### config.mk
export PLATFORM = sky130hd
export DESIGN_NAME = hamiltonian_cycle_search_unit
export DESIGN_NICKNAME = d
export VERILOG_FILES = /design/src/rtl/core/hcs_pkg.sv /design/src/rtl/core/hamiltonian_cycle_search_unit.sv
export SDC_FILE = /design/constraint.sdc
export NUM_CORES = 1
export LEC_CHECK = 0
export BUFFER_PORTS_ARGS = -buffer_cell sky130_fd_sc_hd__buf_2
export CAP_MARGIN = 20
export CELL_PAD_IN_SITES_DETAIL_PLACEMENT = 1
export CELL_PAD_IN_SITES_GLOBAL_PLACEMENT = 1
export CORE_MARGIN = 3
export CORE_UTILIZATION = 47
export DETAILED_ROUTE_END_ITERATION = 6
export GPL_TIMING_DRIVEN = 0
export HOLD_SLACK_MARGIN = 0.02
export PLACE_DENSITY = 0.85
export SLEW_MARGIN = 20
export SYNTH_ARGS = -nofsm -noshare
export SYNTH_HDL_FRONTEND = slang
export SYNTH_SLANG_ARGS = --single-unit
### constraint.sdc
create_clock -name clk -period 14 [get_ports clk]
set_clock_uncertainty 0.1 [all_clocks]
set_input_delay 2.8 -clock clk [delete_from_list [all_inputs] [get_ports clk]]
set_output_delay 2.8 -clock clk [all_outputs]
set_load 0.02 [all_outputs]
### src/rtl/core/hcs_pkg.sv
// Shared constants for the Hamiltonian cycle search unit.
`timescale 1ns / 1ps

package hcs_pkg;

  localparam int MAX_VERTICES = 16;
  localparam int VIDX_W       = $clog2(MAX_VERTICES);
  localparam int FIELD_W      = 5;

  localparam logic REQ_ADD_EDGE = 1'b0;
  localparam logic REQ_SOLVE    = 1'b1;

endpackage

### src/rtl/core/hamiltonian_cycle_search_unit.sv
// Top level: adjacency matrix, backtracking sequencer and result strobe.
`timescale 1ns / 1ps

// An add-edge request completes in the cycle it is accepted and busy stays low.
// A solve request raises busy. It then counts the out-edges of each vertex in
// turn to pick the start vertex, which is the lowest vertex with the most
// out-edges. After that it performs search steps, where a step is one
// push or one pop of the path stack, or the final closing check. A single
// shared row unit reads one adjacency row per cycle in both phases. The search
// time grows with the number of partial paths that the backtracking search
// tries. A single vertex takes one out-edge count and one step. When the search
// ends, out_valid pulses for one cycle with out_found, busy falls in the same
// cycle, and the matrix is cleared. The receiver cannot stall: every result
// transfer happens in the cycle that out_valid is high.
module hamiltonian_cycle_search_unit
  import hcs_pkg::*;
(
  input  logic               clk,
  input  logic               rst_n,
  input  logic               start,
  output logic               busy,
  input  logic               in_req_type,
  input  logic [FIELD_W-1:0] in_from_vertex,
  input  logic [FIELD_W-1:0] in_to_vertex,
  output logic               out_valid,
  output logic               out_found,
  input  logic               cfg_we,
  input  logic [FIELD_W-1:0] cfg_data
);

  localparam logic [1:0] ST_IDLE   = 2'd0;
  localparam logic [1:0] ST_PICK   = 2'd1;
  localparam logic [1:0] ST_SEARCH = 2'd2;

  logic [1:0]              state_r;
  logic [FIELD_W-1:0]      vcount_r;
  logic [MAX_VERTICES-1:0] adj_r [MAX_VERTICES];
  logic [MAX_VERTICES-1:0] visited_r;
  logic [VIDX_W-1:0]       top_r;
  logic [FIELD_W-1:0]      cur_r;
  logic [FIELD_W-1:0]      depth_r;
  logic [VIDX_W-1:0]       stk_r [MAX_VERTICES];
  logic [FIELD_W-1:0]      cur_stk_r [MAX_VERTICES];
  logic                    out_valid_r;
  logic                    out_found_r;
  logic [VIDX_W-1:0]       start_r;
  logic [VIDX_W-1:0]       scan_r;
  logic [FIELD_W-1:0]      best_r;

  logic [FIELD_W-1:0]      n_eff;
  logic [MAX_VERTICES:0]   keep_sh;
  logic [MAX_VERTICES-1:0] keep;
  logic [MAX_VERTICES:0]   cur_sh;
  logic [MAX_VERTICES-1:0] ge_mask;
  logic [VIDX_W-1:0]       row_sel;
  logic [MAX_VERTICES-1:0] row;
  logic [MAX_VERTICES-1:0] cand;
  logic [VIDX_W-1:0]       next_v;
  logic                    has_next;
  logic                    at_full;
  logic                    closes;
  logic [FIELD_W-1:0]      push_idx;
  logic [FIELD_W-1:0]      pop_idx;
  logic [FIELD_W-1:0]      pop_cnt;
  logic                    pick_better;
  logic [VIDX_W-1:0]       pick_v;
  logic                    scan_last;
  logic                    accept;
  logic                    edge_ok;
  logic [FIELD_W-1:0]      from_m1;
  logic [FIELD_W-1:0]      to_m1;

  always_comb begin
    if (vcount_r == '0) begin
      n_eff = FIELD_W'(1);
    end else if (vcount_r > FIELD_W'(MAX_VERTICES)) begin
      n_eff = FIELD_W'(MAX_VERTICES);
    end else begin
      n_eff = vcount_r;
    end
  end

  // shared row unit: out-edge count and next-neighbor find
  always_comb begin
    keep_sh  = (MAX_VERTICES + 1)'(1) << n_eff;
    keep     = MAX_VERTICES'(keep_sh - (MAX_VERTICES + 1)'(1));
    cur_sh   = (MAX_VERTICES + 1)'(1) << cur_r;
    ge_mask  = ~MAX_VERTICES'(cur_sh - (MAX_VERTICES + 1)'(1));
    row_sel  = (state_r == ST_PICK) ? scan_r : top_r;
    row      = adj_r[row_sel] & keep;
    pop_cnt  = '0;
    for (int i = 0; i < MAX_VERTICES; i++) begin
      pop_cnt = pop_cnt + FIELD_W'(row[i]);
    end
    pick_better = (pop_cnt > best_r);
    pick_v      = pick_better ? scan_r : start_r;
    scan_last   = (FIELD_W'(scan_r) == n_eff - FIELD_W'(1));
    cand     = row & ~visited_r & ge_mask;
    has_next = |cand;
    next_v   = '0;
    for (int i = MAX_VERTICES - 1; i >= 0; i--) begin
      if (cand[i]) begin
        next_v = VIDX_W'(i);
      end
    end
    at_full  = (depth_r == n_eff);
    closes   = row[start_r];
    push_idx = depth_r - FIELD_W'(1);
    pop_idx  = depth_r - FIELD_W'(2);
  end

  assign accept  = start && !busy;
  assign from_m1 = in_from_vertex - FIELD_W'(1);
  assign to_m1   = in_to_vertex - FIELD_W'(1);
  assign edge_ok = (in_from_vertex != '0) && (in_from_vertex <= n_eff) &&
                   (in_to_vertex != '0) && (in_to_vertex <= n_eff);

  always_ff @(posedge clk) begin
    if (!rst_n) begin
      state_r     <= ST_IDLE;
      vcount_r    <= FIELD_W'(1);
      visited_r   <= '0;
      depth_r     <= '0;
      top_r       <= '0;
      cur_r       <= '0;
      start_r     <= '0;
      scan_r      <= '0;
      best_r      <= '0;
      out_valid_r <= 1'b0;
      out_found_r <= 1'b0;
      for (int i = 0; i < MAX_VERTICES; i++) begin
        adj_r[i] <= '0;
      end
    end else begin
      out_valid_r <= 1'b0;
      if (cfg_we) begin
        vcount_r <= cfg_data;
      end
      unique case (state_r)
        ST_IDLE: begin
          if (accept) begin
            if (in_req_type == REQ_ADD_EDGE) begin
              if (edge_ok) begin
                adj_r[from_m1[VIDX_W-1:0]] <= adj_r[from_m1[VIDX_W-1:0]] |
                  (MAX_VERTICES'(1) << to_m1[VIDX_W-1:0]);
              end
            end else begin
              state_r <= ST_PICK;
              scan_r  <= '0;
              best_r  <= '0;
              start_r <= '0;
            end
          end
        end
        ST_PICK: begin
          if (pick_better) begin
            best_r  <= pop_cnt;
            start_r <= scan_r;
          end
          if (scan_last) begin
            state_r   <= ST_SEARCH;
            visited_r <= MAX_VERTICES'(1) << pick_v;
            top_r     <= pick_v;
            cur_r     <= '0;
            depth_r   <= FIELD_W'(1);
          end else begin
            scan_r <= scan_r + VIDX_W'(1);
          end
        end
        ST_SEARCH: begin
          if (at_full && closes) begin
            state_r     <= ST_IDLE;
            out_valid_r <= 1'b1;
            out_found_r <= 1'b1;
            visited_r   <= '0;
            depth_r     <= '0;
            for (int i = 0; i < MAX_VERTICES; i++) begin
              adj_r[i] <= '0;
            end
          end else if (!at_full && has_next) begin
            stk_r[push_idx[VIDX_W-1:0]]     <= top_r;
            cur_stk_r[push_idx[VIDX_W-1:0]] <= FIELD_W'(next_v) + FIELD_W'(1);
            visited_r <= visited_r | (MAX_VERTICES'(1) << next_v);
            top_r     <= next_v;
            cur_r     <= '0;
            depth_r   <= depth_r + FIELD_W'(1);
          end else if (depth_r == FIELD_W'(1)) begin
            state_r     <= ST_IDLE;
            out_valid_r <= 1'b1;
            out_found_r <= 1'b0;
            visited_r   <= '0;
            depth_r     <= '0;
            for (int i = 0; i < MAX_VERTICES; i++) begin
              adj_r[i] <= '0;
            end
          end else begin
            visited_r <= visited_r & ~(MAX_VERTICES'(1) << top_r);
            top_r     <= stk_r[pop_idx[VIDX_W-1:0]];
            cur_r     <= cur_stk_r[pop_idx[VIDX_W-1:0]];
            depth_r   <= depth_r - FIELD_W'(1);
          end
        end
        default: state_r <= ST_IDLE;
      endcase
    end
  end

  assign busy      = (state_r != ST_IDLE);
  assign out_valid = out_valid_r;
  assign out_found = out_found_r;

endmodule

==> report_table.html, run 1 <==
<table>
<tr><th>Metric</th><th>Value</th></tr>
<tr><th colspan="2">Power and ir drop</th></tr>
<tr><td>Switching share of power</td><td>32.8%</td></tr>
<tr><td>Proportion of power drawn by combinational gates</td><td>25.5%</td></tr>
<tr><td>Clock network fraction of total power</td><td>35.1%</td></tr>
<tr><td>Proportion of power drawn by flip-flops and latches</td><td>39.4%</td></tr>
<tr><td>Static Leak</td><td>9.94 nW</td></tr>
<tr><td>Internal cell power</td><td>2.68 mW</td></tr>
<tr><td>Peak ir drop on the vdd network</td><td>0.167 mV</td></tr>
<tr><td>Reported net switching power</td><td>1.31 mW</td></tr>
<tr><td>Ratio of total power to cell area</td><td>139 nW/um^2</td></tr>
<tr><th colspan="2">Logic synthesis</th></tr>
<tr><td>Synthesized flop and latch total</td><td>452</td></tr>
<tr><td>Number of synthesized flops with an enable pin</td><td>400</td></tr>
<tr><td>Count of synthesis-stage warnings from yosys</td><td>0</td></tr>
<tr><td>Nets in the synthesized netlist</td><td>2281</td></tr>
<tr><td>Yosys top cell area share</td><td>46.4%</td></tr>
<tr><td>Post-synthesis instance area</td><td>25900 sq um</td></tr>
<tr><td>Average cell area after synthesis</td><td>11.7 sq um</td></tr>
<tr><td>Sequential area share after synthesis</td><td>50.5%</td></tr>
<tr><td>Ranking of synthesized cells by area</td><td>sky130_fd_sc_hd__edfxtp_1 46%, sky130_fd_sc_hd__mux4_2 9.5%, sky130_fd_sc_hd__mux2i_1 6.4%</td></tr>
<tr><td>Dominant cell by count in the synthesized netlist</td><td>sky130_fd_sc_hd__edfxtp_1</td></tr>
<tr><td>Dominant synthesized flop cell</td><td>sky130_fd_sc_hd__edfxtp_1</td></tr>
<tr><td>Post-synthesis cell type with the largest combined area</td><td>sky130_fd_sc_hd__edfxtp_1</td></tr>
<tr><td>Async set or reset register ratio after synthesis</td><td>0%</td></tr>
<tr><td>Top cells by count, synth</td><td>400 x sky130_fd_sc_hd__edfxtp_1, 364 x sky130_fd_sc_hd__nor2_1, 177 x sky130_fd_sc_hd__nand2_1</td></tr>
<tr><td>Unique cell type count in the Yosys netlist</td><td>100</td></tr>
<tr><td>Gate count after technology mapping</td><td>2203</td></tr>
<tr><th colspan="2">Clock tree</th></tr>
<tr><td>Total setup buffers inserted after CTS</td><td>0</td></tr>
<tr><td>Num Clock Sinks</td><td>452</td></tr>
<tr><td>Maximum buffer depth of the clock tree</td><td>3</td></tr>
<tr><td>Number of buffers added to fix hold violations after cts</td><td>0</td></tr>
<tr><td>Number of levels the H-tree was split into</td><td>2</td></tr>
<tr><td>Clock tree from TritonCTS</td><td>done</td></tr>
<tr><td>CTS clock-pin slew for the worst setup and hold paths</td><td>0.06 ns</td></tr>
<tr><td>Clock latency on the worst-skew pair</td><td>0.62 ns</td></tr>
<tr><td>Gates resized, CTS repair</td><td>0</td></tr>
<tr><td>Clk Tree Root Cell</td><td>sky130_fd_sc_hd__clkbuf_16</td></tr>
<tr><td>Inserted Clock Buffers</td><td>50</td></tr>
<tr><th colspan="2">Timing</th></tr>
<tr><td>Maximum clock rate</td><td>96.1 MHz</td></tr>
<tr><td>Fin crit share</td><td>74.3%</td></tr>
<tr><td>Setup repair after global routing missed its margin</td><td>false</td></tr>
<tr><td>Final critical-path setup slack</td><td>3.60 ns</td></tr>
<tr><td>Number of failing hold endpoints at the final stage</td><td>0</td></tr>
<tr><td>Post-layout min period</td><td>10.40 ns</td></tr>
<tr><td>Slew headroom</td><td>12.5%</td></tr>
<tr><td>Slew at the pin closest to its max-slew limit</td><td>1.31 ns</td></tr>
<tr><td>Final number of max-transition violations</td><td>0</td></tr>
<tr><td>Setup TNS</td><td>0 ns</td></tr>
<tr><td>Final setup vio count</td><td>0</td></tr>
<tr><th colspan="2">Placed design</th></tr>
<tr><td>Number of placed instances, taps included</td><td>2926</td></tr>
<tr><td>GPL Wtd Cong</td><td>1.04</td></tr>
<tr><td>Dpl ws</td><td>3.75 ns</td></tr>
<tr><td>Estimated wirelength of the detail-placed design</td><td>77500 um</td></tr>
<tr><td>IO buf count</td><td>21</td></tr>
<tr><th colspan="2">Die</th></tr>
<tr><td># rows</td><td>85</td></tr>
<tr><td>Number of primary I/O pins</td><td>23</td></tr>
<tr><td>Die Wd</td><td>241 um</td></tr>
<tr><td>Die outline area</td><td>57900 sq um</td></tr>
<tr><td>Initial Util</td><td>47.8%</td></tr>
<tr><td>Std-Cell Core Area</td><td>54100 sq um</td></tr>
<tr><td>Die extent in y</td><td>241 um</td></tr>
<tr><th colspan="2">Run</th></tr>
<tr><td>Max capacitance violation total</td><td>0</td></tr>
<tr><th colspan="2">Min path</th></tr>
<tr><td>Worst hold path type</td><td>reg2reg</td></tr>
<tr><th colspan="2">Global route</th></tr>
<tr><td>Overall overflow remaining after global route</td><td>0</td></tr>
<tr><td>Wire length of the first global-routing pass</td><td>153000 um</td></tr>
<tr><td>Largest net degree at the start of global routing</td><td>25</td></tr>
<tr><td>Overall Global Routing Usage</td><td>37.3%</td></tr>
<tr><td>Via count of the first global-routing pass</td><td>22000</td></tr>
<tr><td>Number of antenna violations at the first check in global routing</td><td>2</td></tr>
<tr><th colspan="2">Critical path</th></tr>
<tr><td>Arr. time, crit path</td><td>10.83 ns</td></tr>
<tr><td>Largest fanout on the critical path</td><td>10</td></tr>
<tr><td>Slowest stage cell, crit path</td><td>sky130_fd_sc_hd__mux2i_1</td></tr>
<tr><td>Critical path launch point type</td><td>flop</td></tr>
<tr><td>Endpoint kind of the worst setup timing path</td><td>flop</td></tr>
<tr><td>Worst Setup Path Type</td><td>reg2reg</td></tr>
<tr><td>Endpoint required time on the critical path</td><td>14.42 ns</td></tr>
<tr><td>Slowest Stage Delay on Critical Path</td><td>0.86 ns</td></tr>
<tr><th colspan="2">Layout</th></tr>
<tr><td>Count of non-filler cells in the finished layout</td><td>3019</td></tr>
<tr><td>Final Net Count</td><td>2363</td></tr>
<tr><td>Area Growth Syn to Fin</td><td>11.0%</td></tr>
<tr><td>Share of final-layout standard cells stronger than drive strength 1</td><td>14.9%</td></tr>
<tr><td>Filler Cells Inserted</td><td>5631</td></tr>
<tr><td>Final core occ</td><td>53.0%</td></tr>
<tr><th colspan="2">Routing</th></tr>
<tr><td>DRT iter0 DRCs</td><td>3049</td></tr>
<tr><td>Routed wire per std cell</td><td>36.2 um</td></tr>
<tr><td>Number of antenna-violating nets in the routed design</td><td>0</td></tr>
<tr><td>Avg Vias per Cell</td><td>7.11</td></tr>
<tr><td>Wire length after detailed routing</td><td>109000 um</td></tr>
<tr><td>Overall via count from detail_route</td><td>21500</td></tr>
<tr><td>Number of detailed-routing iterations run before antenna repair</td><td>5</td></tr>
<tr><td>Residual DRC count</td><td>0</td></tr>
<tr><th colspan="2">Outcome</th></tr>
<tr><td>Outcome</td><td>finished, final reports clean</td></tr>
</table>
-- path summary, 6_finish.rpt --
check                                 start            to  slack, ns  depth (start not counted)
worst max-delay path            vcount_r[2]  visited_r[9]       3.60                         30
worst max register to register  vcount_r[2]  visited_r[9]       3.60                         30
worst min register to register    best_r[1]     best_r[1]       0.36                          2
worst min-delay path              best_r[1]     best_r[1]       0.36                          2
-- power groups by stage --
| stage | Sequential [mW] | Combinational (mW) | Clock [mW] |
|---|---|---|---|
| after detailed placement | 1.60 | 0.976 | 0 |
| after global placement | 1.59 | 0.940 | 0 |
| final | 1.57 | 1.02 | 1.40 |
| after CTS | 1.57 | 0.984 | 1.39 |
| after floorplan | 1.58 | 0.630 | 0 |
| after global routing | 1.57 | 1.07 | 1.44 |
-- worst max-delay path, delay by kind of cell, from the launching register on --
kind,cells,cell delay (ns)
AOI/OAI and AO/OA,8,2.25
xor gates and xnor gates,1,0.21
adders and majority gates,8,3.29
buffers and inverters,4,1.00
DFF,1,0.44
muxes,2,0.92
and+or+nand+nor,7,2.10
-- cell families after synthesis --
group,Yosys count,synth area share (%)
xor gates and xnor gates,28,0.948
buffers and inverters,214,3.84
muxes,289,16.6
and+or+nand+nor,747,13.0
DFF,452,50.5
AOI/OAI and AO/OA,415,12.0
adders and majority gates,58,3.10
-- flip-flops by register name, summed over array words and instances (netlist names) --
name	count
top_r	4
cur_r	5
depth_r	5
start_r	4
state_r	2
cur_stk_r	80
visited_r	16
out_valid	1
best_r	5
stk_r	64
scan_r	4
adj_r	256
out_found	1
vcount_r	5
-- area by class of cell --
type	instances	area [sq um]	share of cell area [%]
tap	696	871	3.03
antenna	1	2.50	0.00871
clock inverter	30	395	1.38
sequential	452	13100	45.5
inverter	52	195	0.680
timing repair buffer	30	193	0.671
buffer	162	810	2.82
multi-input combinational	1537	11900	41.5
clock buffer	59	1280	4.47
-- per-stage QoR --
stage,instance area [sq um],power (mW),hold slack [ns]
after floorplan,25900,2.21,0.332
after global placement,26800,2.53,0.343
after detailed placement,27000,2.57,0.353
after CTS,28700,3.94,0.360
after global routing,28700,4.07,0.395
final,28700,3.98,0.355
-- metal layers --
layer / wire length [um] / global-route usage [%]
met5: 24 / 0
met3: 11800 / 9.63
met1: 37700 / 44.0
met2: 49500 / 59.0
met4: 10200 / 28.3
-- cells in the final DEF (no fill, tap or decap), drive strengths merged, types with 16 or more instances in the layout --
cell    netlist  final
xor2         16     16
inv          51     51
nand3        21     21
edfxtp      400    400
nor2        364    364
o211a        43     43
dfxtp        52     52
mux4        109    109
a31oi        30     30
o21ai        54     54
nor4         20     20
nor2b        18     18
ha           48     48
o22ai        16     16
nand2b       39     39
a21oi        86     86
clkinv        1     21
nand2       178    178
mux2i       169    169
o221ai       26     26
clkbuf       93    152
nor3         24     24
buf          69     99
a211oi       41     41
and2         19     19
No activity file was read; power rests on OpenSTA's default activity.
==> run 2: changes to the inputs <==
Clock period 14 ns to 10.1 ns, I/O delays scaled along.
==> report_table.html, run 2 (same netlist as run 1, synthesis figures left out) <==
<table>
<tr><th>Metric</th><th>Value</th></tr>
<tr><th colspan="2">Die</th></tr>
<tr><td>Die outline area</td><td>57900 sq um</td></tr>
<tr><td>Number of primary I/O pins</td><td>23</td></tr>
<tr><td>Initial Util</td><td>47.8%</td></tr>
<tr><td>Die extent in y</td><td>241 um</td></tr>
<tr><td>Std-Cell Core Area</td><td>54100 sq um</td></tr>
<tr><td>Die Wd</td><td>241 um</td></tr>
<tr><td># rows</td><td>85</td></tr>
<tr><th colspan="2">Placed design</th></tr>
<tr><td>GPL Wtd Cong</td><td>1.04</td></tr>
<tr><td>Instance area at placement</td><td>27000 sq um</td></tr>
<tr><td>IO buf count</td><td>21</td></tr>
<tr><td>Estimated wirelength of the detail-placed design</td><td>77500 um</td></tr>
<tr><td>Number of placed instances, taps included</td><td>2926</td></tr>
<tr><td>Dpl ws</td><td>-0.0893 ns</td></tr>
<tr><th colspan="2">Clock tree</th></tr>
<tr><td>Num Clock Sinks</td><td>452</td></tr>
<tr><td>CTS clock-pin slew for the worst setup and hold paths</td><td>0.06 ns</td></tr>
<tr><td>Clock tree from TritonCTS</td><td>done</td></tr>
<tr><td>Maximum buffer depth of the clock tree</td><td>3</td></tr>
<tr><td>Total setup buffers inserted after CTS</td><td>0</td></tr>
<tr><td>Number of levels the H-tree was split into</td><td>2</td></tr>
<tr><td>Number of buffers added to fix hold violations after cts</td><td>0</td></tr>
<tr><td>Clock latency on the worst-skew pair</td><td>0.62 ns</td></tr>
<tr><td>Clk Tree Root Cell</td><td>sky130_fd_sc_hd__clkbuf_16</td></tr>
<tr><td>Inserted Clock Buffers</td><td>50</td></tr>
<tr><th colspan="2">Critical path</th></tr>
<tr><td>Largest fanout on the critical path</td><td>18</td></tr>
<tr><td>Slowest Stage Delay on Critical Path</td><td>1.09 ns</td></tr>
<tr><td>Critical path launch point type</td><td>flop</td></tr>
<tr><td>Top delay family on crit path</td><td>adder cells</td></tr>
<tr><td>Endpoint required time on the critical path</td><td>10.52 ns</td></tr>
<tr><td>Worst Setup Path Type</td><td>reg2reg</td></tr>
<tr><td>Endpoint kind of the worst setup timing path</td><td>flop</td></tr>
<tr><td>Arr. time, crit path</td><td>10.37 ns</td></tr>
<tr><td>Most frequent cell on the critical path</td><td>sky130_fd_sc_hd__fa_1</td></tr>
<tr><td>Buffers and inverters on the worst path</td><td>5</td></tr>
<tr><td>Slowest stage cell, crit path</td><td>sky130_fd_sc_hd__nor4_1</td></tr>
<tr><th colspan="2">Timing</th></tr>
<tr><td>Post-layout min period</td><td>9.95 ns</td></tr>
<tr><td>Number of failing hold endpoints at the final stage</td><td>0</td></tr>
<tr><td>Final setup vio count</td><td>0</td></tr>
<tr><td>Slew at the pin closest to its max-slew limit</td><td>1.33 ns</td></tr>
<tr><td>Slew headroom</td><td>11.5%</td></tr>
<tr><td>Fin crit share</td><td>98.5%</td></tr>
<tr><td>Final critical-path setup slack</td><td>0.155 ns</td></tr>
<tr><td>Final number of max-transition violations</td><td>0</td></tr>
<tr><td>Setup TNS</td><td>0 ns</td></tr>
<tr><td>Worst-case hold slack</td><td>0.355 ns</td></tr>
<tr><td>Maximum clock rate</td><td>101 MHz</td></tr>
<tr><th colspan="2">Routing</th></tr>
<tr><td>Wire length after detailed routing</td><td>109000 um</td></tr>
<tr><td>Number of antenna-violating nets in the routed design</td><td>0</td></tr>
<tr><td>Avg Vias per Cell</td><td>7.08</td></tr>
<tr><td>DRT iter0 DRCs</td><td>3059</td></tr>
<tr><td>Overall via count from detail_route</td><td>21400</td></tr>
<tr><td>Routed wire per std cell</td><td>36.1 um</td></tr>
<tr><td>Residual DRC count</td><td>0</td></tr>
<tr><td>Number of detailed-routing iterations run before antenna repair</td><td>6</td></tr>
<tr><th colspan="2">Global route</th></tr>
<tr><td>Overall overflow remaining after global route</td><td>0</td></tr>
<tr><td>Number of antenna violations at the first check in global routing</td><td>2</td></tr>
<tr><td>Overall Global Routing Usage</td><td>37.3%</td></tr>
<tr><td>Largest net degree at the start of global routing</td><td>25</td></tr>
<tr><td>Via count of the first global-routing pass</td><td>22000</td></tr>
<tr><td>Wire length of the first global-routing pass</td><td>153000 um</td></tr>
<tr><th colspan="2">Outcome</th></tr>
<tr><td>Outcome</td><td>finished, final reports clean</td></tr>
<tr><th colspan="2">Layout</th></tr>
<tr><td>Filler Cells Inserted</td><td>5634</td></tr>
<tr><td>Most common cell after layout, fill and taps aside</td><td>sky130_fd_sc_hd__edfxtp_1</td></tr>
<tr><td>Area Growth Syn to Fin</td><td>11.1%</td></tr>
<tr><td>Total non-filler cell area in the finished layout</td><td>28700 sq um</td></tr>
<tr><td>Final core occ</td><td>53.1%</td></tr>
<tr><td>Leading cell types in the layout, fill and taps excluded</td><td>400 x sky130_fd_sc_hd__edfxtp_1, 362 x sky130_fd_sc_hd__nor2_1, 173 x sky130_fd_sc_hd__nand2_1, 163 x sky130_fd_sc_hd__mux2i_1, 109 x sky130_fd_sc_hd__mux4_2</td></tr>
<tr><td>Final Net Count</td><td>2363</td></tr>
<tr><td>Count of non-filler cells in the finished layout</td><td>3019</td></tr>
<tr><td>Register ranked first by flip-flop count</td><td>adj_r</td></tr>
<tr><td>Number of flip-flops under the largest register name</td><td>256</td></tr>
<tr><td>Share of final-layout standard cells stronger than drive strength 1</td><td>15.1%</td></tr>
<tr><th colspan="2">Power and ir drop</th></tr>
<tr><td>Static Leak</td><td>9.94 nW</td></tr>
<tr><td>Peak ir drop on the vdd network</td><td>0.277 mV</td></tr>
<tr><td>Ratio of total power to cell area</td><td>193 nW/um^2</td></tr>
<tr><td>Total Power Consumption</td><td>5.54 mW</td></tr>
<tr><th colspan="2">Run</th></tr>
<tr><td>Max capacitance violation total</td><td>0</td></tr>
<tr><th colspan="2">Min path</th></tr>
<tr><td>Worst hold path type</td><td>reg2reg</td></tr>
</table>
[run 2: cell counts in the layout (fill, tap and decap cells not counted)]
No cell type changed its count.
[run 2: final cells by class]
| type | instances | area (sq um) | area share (%) |
|---|---|---|---|
| antenna | 1 | 2.50 | 0.00871 |
| inverter | 52 | 195 | 0.679 |
| tap | 696 | 871 | 3.03 |
| sequential | 452 | 13100 | 45.4 |
| timing repair buffer | 30 | 193 | 0.670 |
| clock buffer | 59 | 1280 | 4.47 |
| multi-input combinational | 1537 | 11900 | 41.5 |
| buffer | 162 | 810 | 2.82 |
| clock inverter | 30 | 395 | 1.38 |
[run 2: worst paths after layout]
path / cells past startpoint / startpoint / slack, ns / endpoint
max: 25 / top_r[0] / 0.15 / visited_r[9]
min: 2 / best_r[1] / 0.35 / best_r[1]
max reg2reg: 25 / top_r[0] / 0.15 / visited_r[9]
min reg2reg: 2 / best_r[1] / 0.35 / best_r[1]
[run 2: timing repair]
action | CTS | global route
endpoints found under the setup margin | 1 | 18
pin swaps | 0 | 0
resized for setup | 1 | 4
[run 2: report_power, final]
group | total, mW | leakage, nW | switching [mW] | internal, mW
Combinational | 1.44 | 4.81 | 0.963 | 0.473
Sequential | 2.18 | 4.32 | 0.0419 | 2.13
Clock | 1.93 | 0.811 | 0.816 | 1.12
Total | 5.54 | 9.94 | 1.82 | 3.72
[run 2: metal layers]
metal  share of wire (%)  global-route usage [%]
met1                  35                    44.0
met2                  45                    59.0
met3                  11                    9.63
met4                 9.3                    28.3
met5               0.022                       0
[run 2: worst reg2reg max path: stages, from the launching register on]
cell and delay, ns:
sky130_fd_sc_hd__dfxtp_1 0.74, sky130_fd_sc_hd__buf_2 0.53, sky130_fd_sc_hd__buf_2 0.53, sky130_fd_sc_hd__mux2i_1 0.15, sky130_fd_sc_hd__mux2i_1 0.45, sky130_fd_sc_hd__o21ai_0 0.17, sky130_fd_sc_hd__nor4_1 1.09, sky130_fd_sc_hd__o21ai_0 0.40
sky130_fd_sc_hd__inv_1 0.17, sky130_fd_sc_hd__fa_1 0.40, sky130_fd_sc_hd__inv_1 0.09, sky130_fd_sc_hd__fa_1 0.43, sky130_fd_sc_hd__fa_1 0.50, sky130_fd_sc_hd__fa_1 0.55, sky130_fd_sc_hd__inv_1 0.04, sky130_fd_sc_hd__ha_1 0.22
sky130_fd_sc_hd__fa_1 0.48, sky130_fd_sc_hd__xor2_1 0.27, sky130_fd_sc_hd__ha_1 0.29, sky130_fd_sc_hd__and4_1 0.20, sky130_fd_sc_hd__a22oi_2 0.57, sky130_fd_sc_hd__mux2i_2 0.65, sky130_fd_sc_hd__nor2b_1 0.43, sky130_fd_sc_hd__and3_1 0.23
sky130_fd_sc_hd__a21oi_1 0.05, sky130_fd_sc_hd__o32ai_1 0.13
==> run 3: changes to the inputs <==
Settings changed: PLACE_DENSITY 0.85 to 0.88.
Clock period 10.1 ns to 8 ns, I/O delays scaled along.
==> report_table.html, run 3 (same netlist as run 1, synthesis figures left out) <==
<table>
<tr><th>Metric</th><th>Value</th></tr>
<tr><th colspan="2">Outcome</th></tr>
<tr><td>Outcome</td><td>finished with violations</td></tr>
<tr><td>Violations in the final reports</td><td>design-rule violations, negative setup slack</td></tr>
<tr><th colspan="2">Critical path</th></tr>
<tr><td>Worst Setup Path Type</td><td>reg2reg</td></tr>
<tr><td>Buffers and inverters on the worst path</td><td>4</td></tr>
<tr><td>Reg-to-reg slack, setup</td><td>-0.005 ns</td></tr>
<tr><td>Largest fanout on the critical path</td><td>10</td></tr>
<tr><td>Top delay family on crit path</td><td>adder cells</td></tr>
<tr><td>Endpoint required time on the critical path</td><td>8.35 ns</td></tr>
<tr><td>Endpoint kind of the worst setup timing path</td><td>flop</td></tr>
<tr><td>Critical path launch point type</td><td>flop</td></tr>
<tr><td>Arr. time, crit path</td><td>8.36 ns</td></tr>
<tr><td>Slowest stage cell, crit path</td><td>sky130_fd_sc_hd__fa_1</td></tr>
<tr><td>Slowest Stage Delay on Critical Path</td><td>0.56 ns</td></tr>
<tr><th colspan="2">Timing</th></tr>
<tr><td>Worst-case hold slack</td><td>0.379 ns</td></tr>
<tr><td>Setup repair after global routing missed its margin</td><td>true</td></tr>
<tr><td>Number of failing hold endpoints at the final stage</td><td>0</td></tr>
<tr><td>Slew headroom</td><td>16.1%</td></tr>
<tr><td>Maximum clock rate</td><td>125 MHz</td></tr>
<tr><td>Final number of max-transition violations</td><td>0</td></tr>
<tr><td>Slew at the pin closest to its max-slew limit</td><td>1.25 ns</td></tr>
<tr><td>Post-layout min period</td><td>8.01 ns</td></tr>
<tr><td>Final critical-path setup slack</td><td>-0.00534 ns</td></tr>
<tr><td>Fin crit share</td><td>100%</td></tr>
<tr><td>Setup TNS</td><td>-0.00534 ns</td></tr>
<tr><td>Final setup vio count</td><td>1</td></tr>
<tr><th colspan="2">Clock tree</th></tr>
<tr><td>Clk Tree Root Cell</td><td>sky130_fd_sc_hd__clkbuf_16</td></tr>
<tr><td>Clock tree from TritonCTS</td><td>done</td></tr>
<tr><td>Clock latency on the worst-skew pair</td><td>0.64 ns</td></tr>
<tr><td>CTS clock-pin slew for the worst setup and hold paths</td><td>0.06 ns</td></tr>
<tr><td>Num Clock Sinks</td><td>452</td></tr>
<tr><td>Inserted Clock Buffers</td><td>50</td></tr>
<tr><td>Number of levels the H-tree was split into</td><td>2</td></tr>
<tr><td>Maximum buffer depth of the clock tree</td><td>3</td></tr>
<tr><th colspan="2">Layout</th></tr>
<tr><td>Count of non-filler cells in the finished layout</td><td>3047</td></tr>
<tr><td>Register ranked first by flip-flop count</td><td>adj_r</td></tr>
<tr><td>Number of flip-flops under the largest register name</td><td>256</td></tr>
<tr><td>Area Growth Syn to Fin</td><td>13.6%</td></tr>
<tr><td>Most common cell after layout, fill and taps aside</td><td>sky130_fd_sc_hd__edfxtp_1</td></tr>
<tr><td>Leading cell types in the layout, fill and taps excluded</td><td>400 x sky130_fd_sc_hd__edfxtp_1, 355 x sky130_fd_sc_hd__nor2_1, 169 x sky130_fd_sc_hd__nand2_1, 153 x sky130_fd_sc_hd__mux2i_1, 109 x sky130_fd_sc_hd__mux4_2</td></tr>
<tr><td>Filler Cells Inserted</td><td>5614</td></tr>
<tr><td>Share of final-layout standard cells stronger than drive strength 1</td><td>19.8%</td></tr>
<tr><td>Final Net Count</td><td>2388</td></tr>
<tr><th colspan="2">Routing</th></tr>
<tr><td>Number of detailed-routing iterations run before antenna repair</td><td>7</td></tr>
<tr><td>DRT iter0 DRCs</td><td>3204</td></tr>
<tr><td>Residual DRC count</td><td>1</td></tr>
<tr><td>Avg Vias per Cell</td><td>7.19</td></tr>
<tr><td>Overall via count from detail_route</td><td>21900</td></tr>
<tr><td>Wire length after detailed routing</td><td>111000 um</td></tr>
<tr><td>Number of antenna-violating nets in the routed design</td><td>0</td></tr>
<tr><td>Routed wire per std cell</td><td>36.3 um</td></tr>
<tr><th colspan="2">Placed design</th></tr>
<tr><td>IO buf count</td><td>21</td></tr>
<tr><td>GPL Wtd Cong</td><td>1.06</td></tr>
<tr><td>Number of placed instances, taps included</td><td>2922</td></tr>
<tr><td>Estimated wirelength of the detail-placed design</td><td>76400 um</td></tr>
<tr><th colspan="2">Die</th></tr>
<tr><td>Initial Util</td><td>47.8%</td></tr>
<tr><td>Die Wd</td><td>241 um</td></tr>
<tr><td>Die outline area</td><td>57900 sq um</td></tr>
<tr><td># rows</td><td>85</td></tr>
<tr><td>Number of primary I/O pins</td><td>23</td></tr>
<tr><td>Std-Cell Core Area</td><td>54100 sq um</td></tr>
<tr><td>Die extent in y</td><td>241 um</td></tr>
<tr><th colspan="2">Global route</th></tr>
<tr><td>Number of antenna violations at the first check in global routing</td><td>3</td></tr>
<tr><td>Overall Global Routing Usage</td><td>37.6%</td></tr>
<tr><td>Overall overflow remaining after global route</td><td>0</td></tr>
<tr><td>Via count of the first global-routing pass</td><td>22100</td></tr>
<tr><td>Largest net degree at the start of global routing</td><td>25</td></tr>
<tr><td>Wire length of the first global-routing pass</td><td>155000 um</td></tr>
<tr><th colspan="2">Min path</th></tr>
<tr><td>Worst hold path type</td><td>reg2reg</td></tr>
<tr><th colspan="2">Power and ir drop</th></tr>
<tr><td>Total Power Consumption</td><td>7.19 mW</td></tr>
<tr><td>Peak ir drop on the vdd network</td><td>0.245 mV</td></tr>
<tr><td>Ratio of total power to cell area</td><td>245 nW/um^2</td></tr>
<tr><td>Static Leak</td><td>10.2 nW</td></tr>
<tr><th colspan="2">Run</th></tr>
<tr><td>Max capacitance violation total</td><td>0</td></tr>
</table>
-- run 3: worst min-delay path, stage by stage, from the launching register on --
cell                      delay [ns]
sky130_fd_sc_hd__dfxtp_1        0.31
sky130_fd_sc_hd__nand2_1        0.05
sky130_fd_sc_hd__a21oi_1        0.06
-- run 3: path summary, 6_finish.rpt --
| path | endpoint | startpoint | cells after the start |
|---|---|---|---|
| setup / recovery | visited_r[14] | vcount_r[2] | 30 |
| hold / removal | best_r[1] | best_r[1] | 2 |
| setup reg to reg | visited_r[14] | vcount_r[2] | 30 |
| hold reg to reg | best_r[1] | best_r[1] | 2 |
-- run 3: stage by stage --
| stage | setup slack (ns) | util [%] | cell area [sq um] |
|---|---|---|---|
| finish | -0.00534 | 54.3 | 29400 |
| global route | -0.230 | 54.3 | 29400 |
| floorplan | 0.0765 | - | 25900 |
| CTS | -0.0988 | 53.6 | 29000 |
| global placement | -2.27 | 49.6 | 26800 |
| detailed placement | -2.08 | 49.8 | 26900 |
-- run 3: area by class of cell --
| cell class | count | area, sq um | area share, % |
|---|---|---|---|
| clock inverters | 31 | 253 | 0.860 |
| inverters | 52 | 199 | 0.677 |
| multi-input cells | 1537 | 12400 | 42.3 |
| clock buffers | 60 | 1290 | 4.39 |
| flip-flops and latches | 452 | 13100 | 44.5 |
| well taps | 696 | 871 | 2.96 |
| diodes | 2 | 5.00 | 0.0170 |
| repair buffers | 61 | 409 | 1.39 |
| plain buffers | 156 | 871 | 2.96 |
-- run 3: report_power, final --
group	total (mW)	internal [mW]	switching (mW)
clock network	2.28	1.25	1.03
logic	2.16	0.827	1.34
registers	2.75	2.69	0.0584
-- run 3: timing repair --
item,4_1_cts,5_1_grt
pin swaps,10,18
endpoints found under the setup margin,57,182
hold buffers,0,0
gates resized for setup,93,66
buffers inserted,22,16
-- run 3: layer usage --
metal	vias to the layer above	routed length, um	GRT usage, %
li1	8560	-	-
met1	10900	37500	45.0
met2	1796	49600	58.6
met3	609	12700	9.34
met4	0	10800	28.9
met5	-	0	0
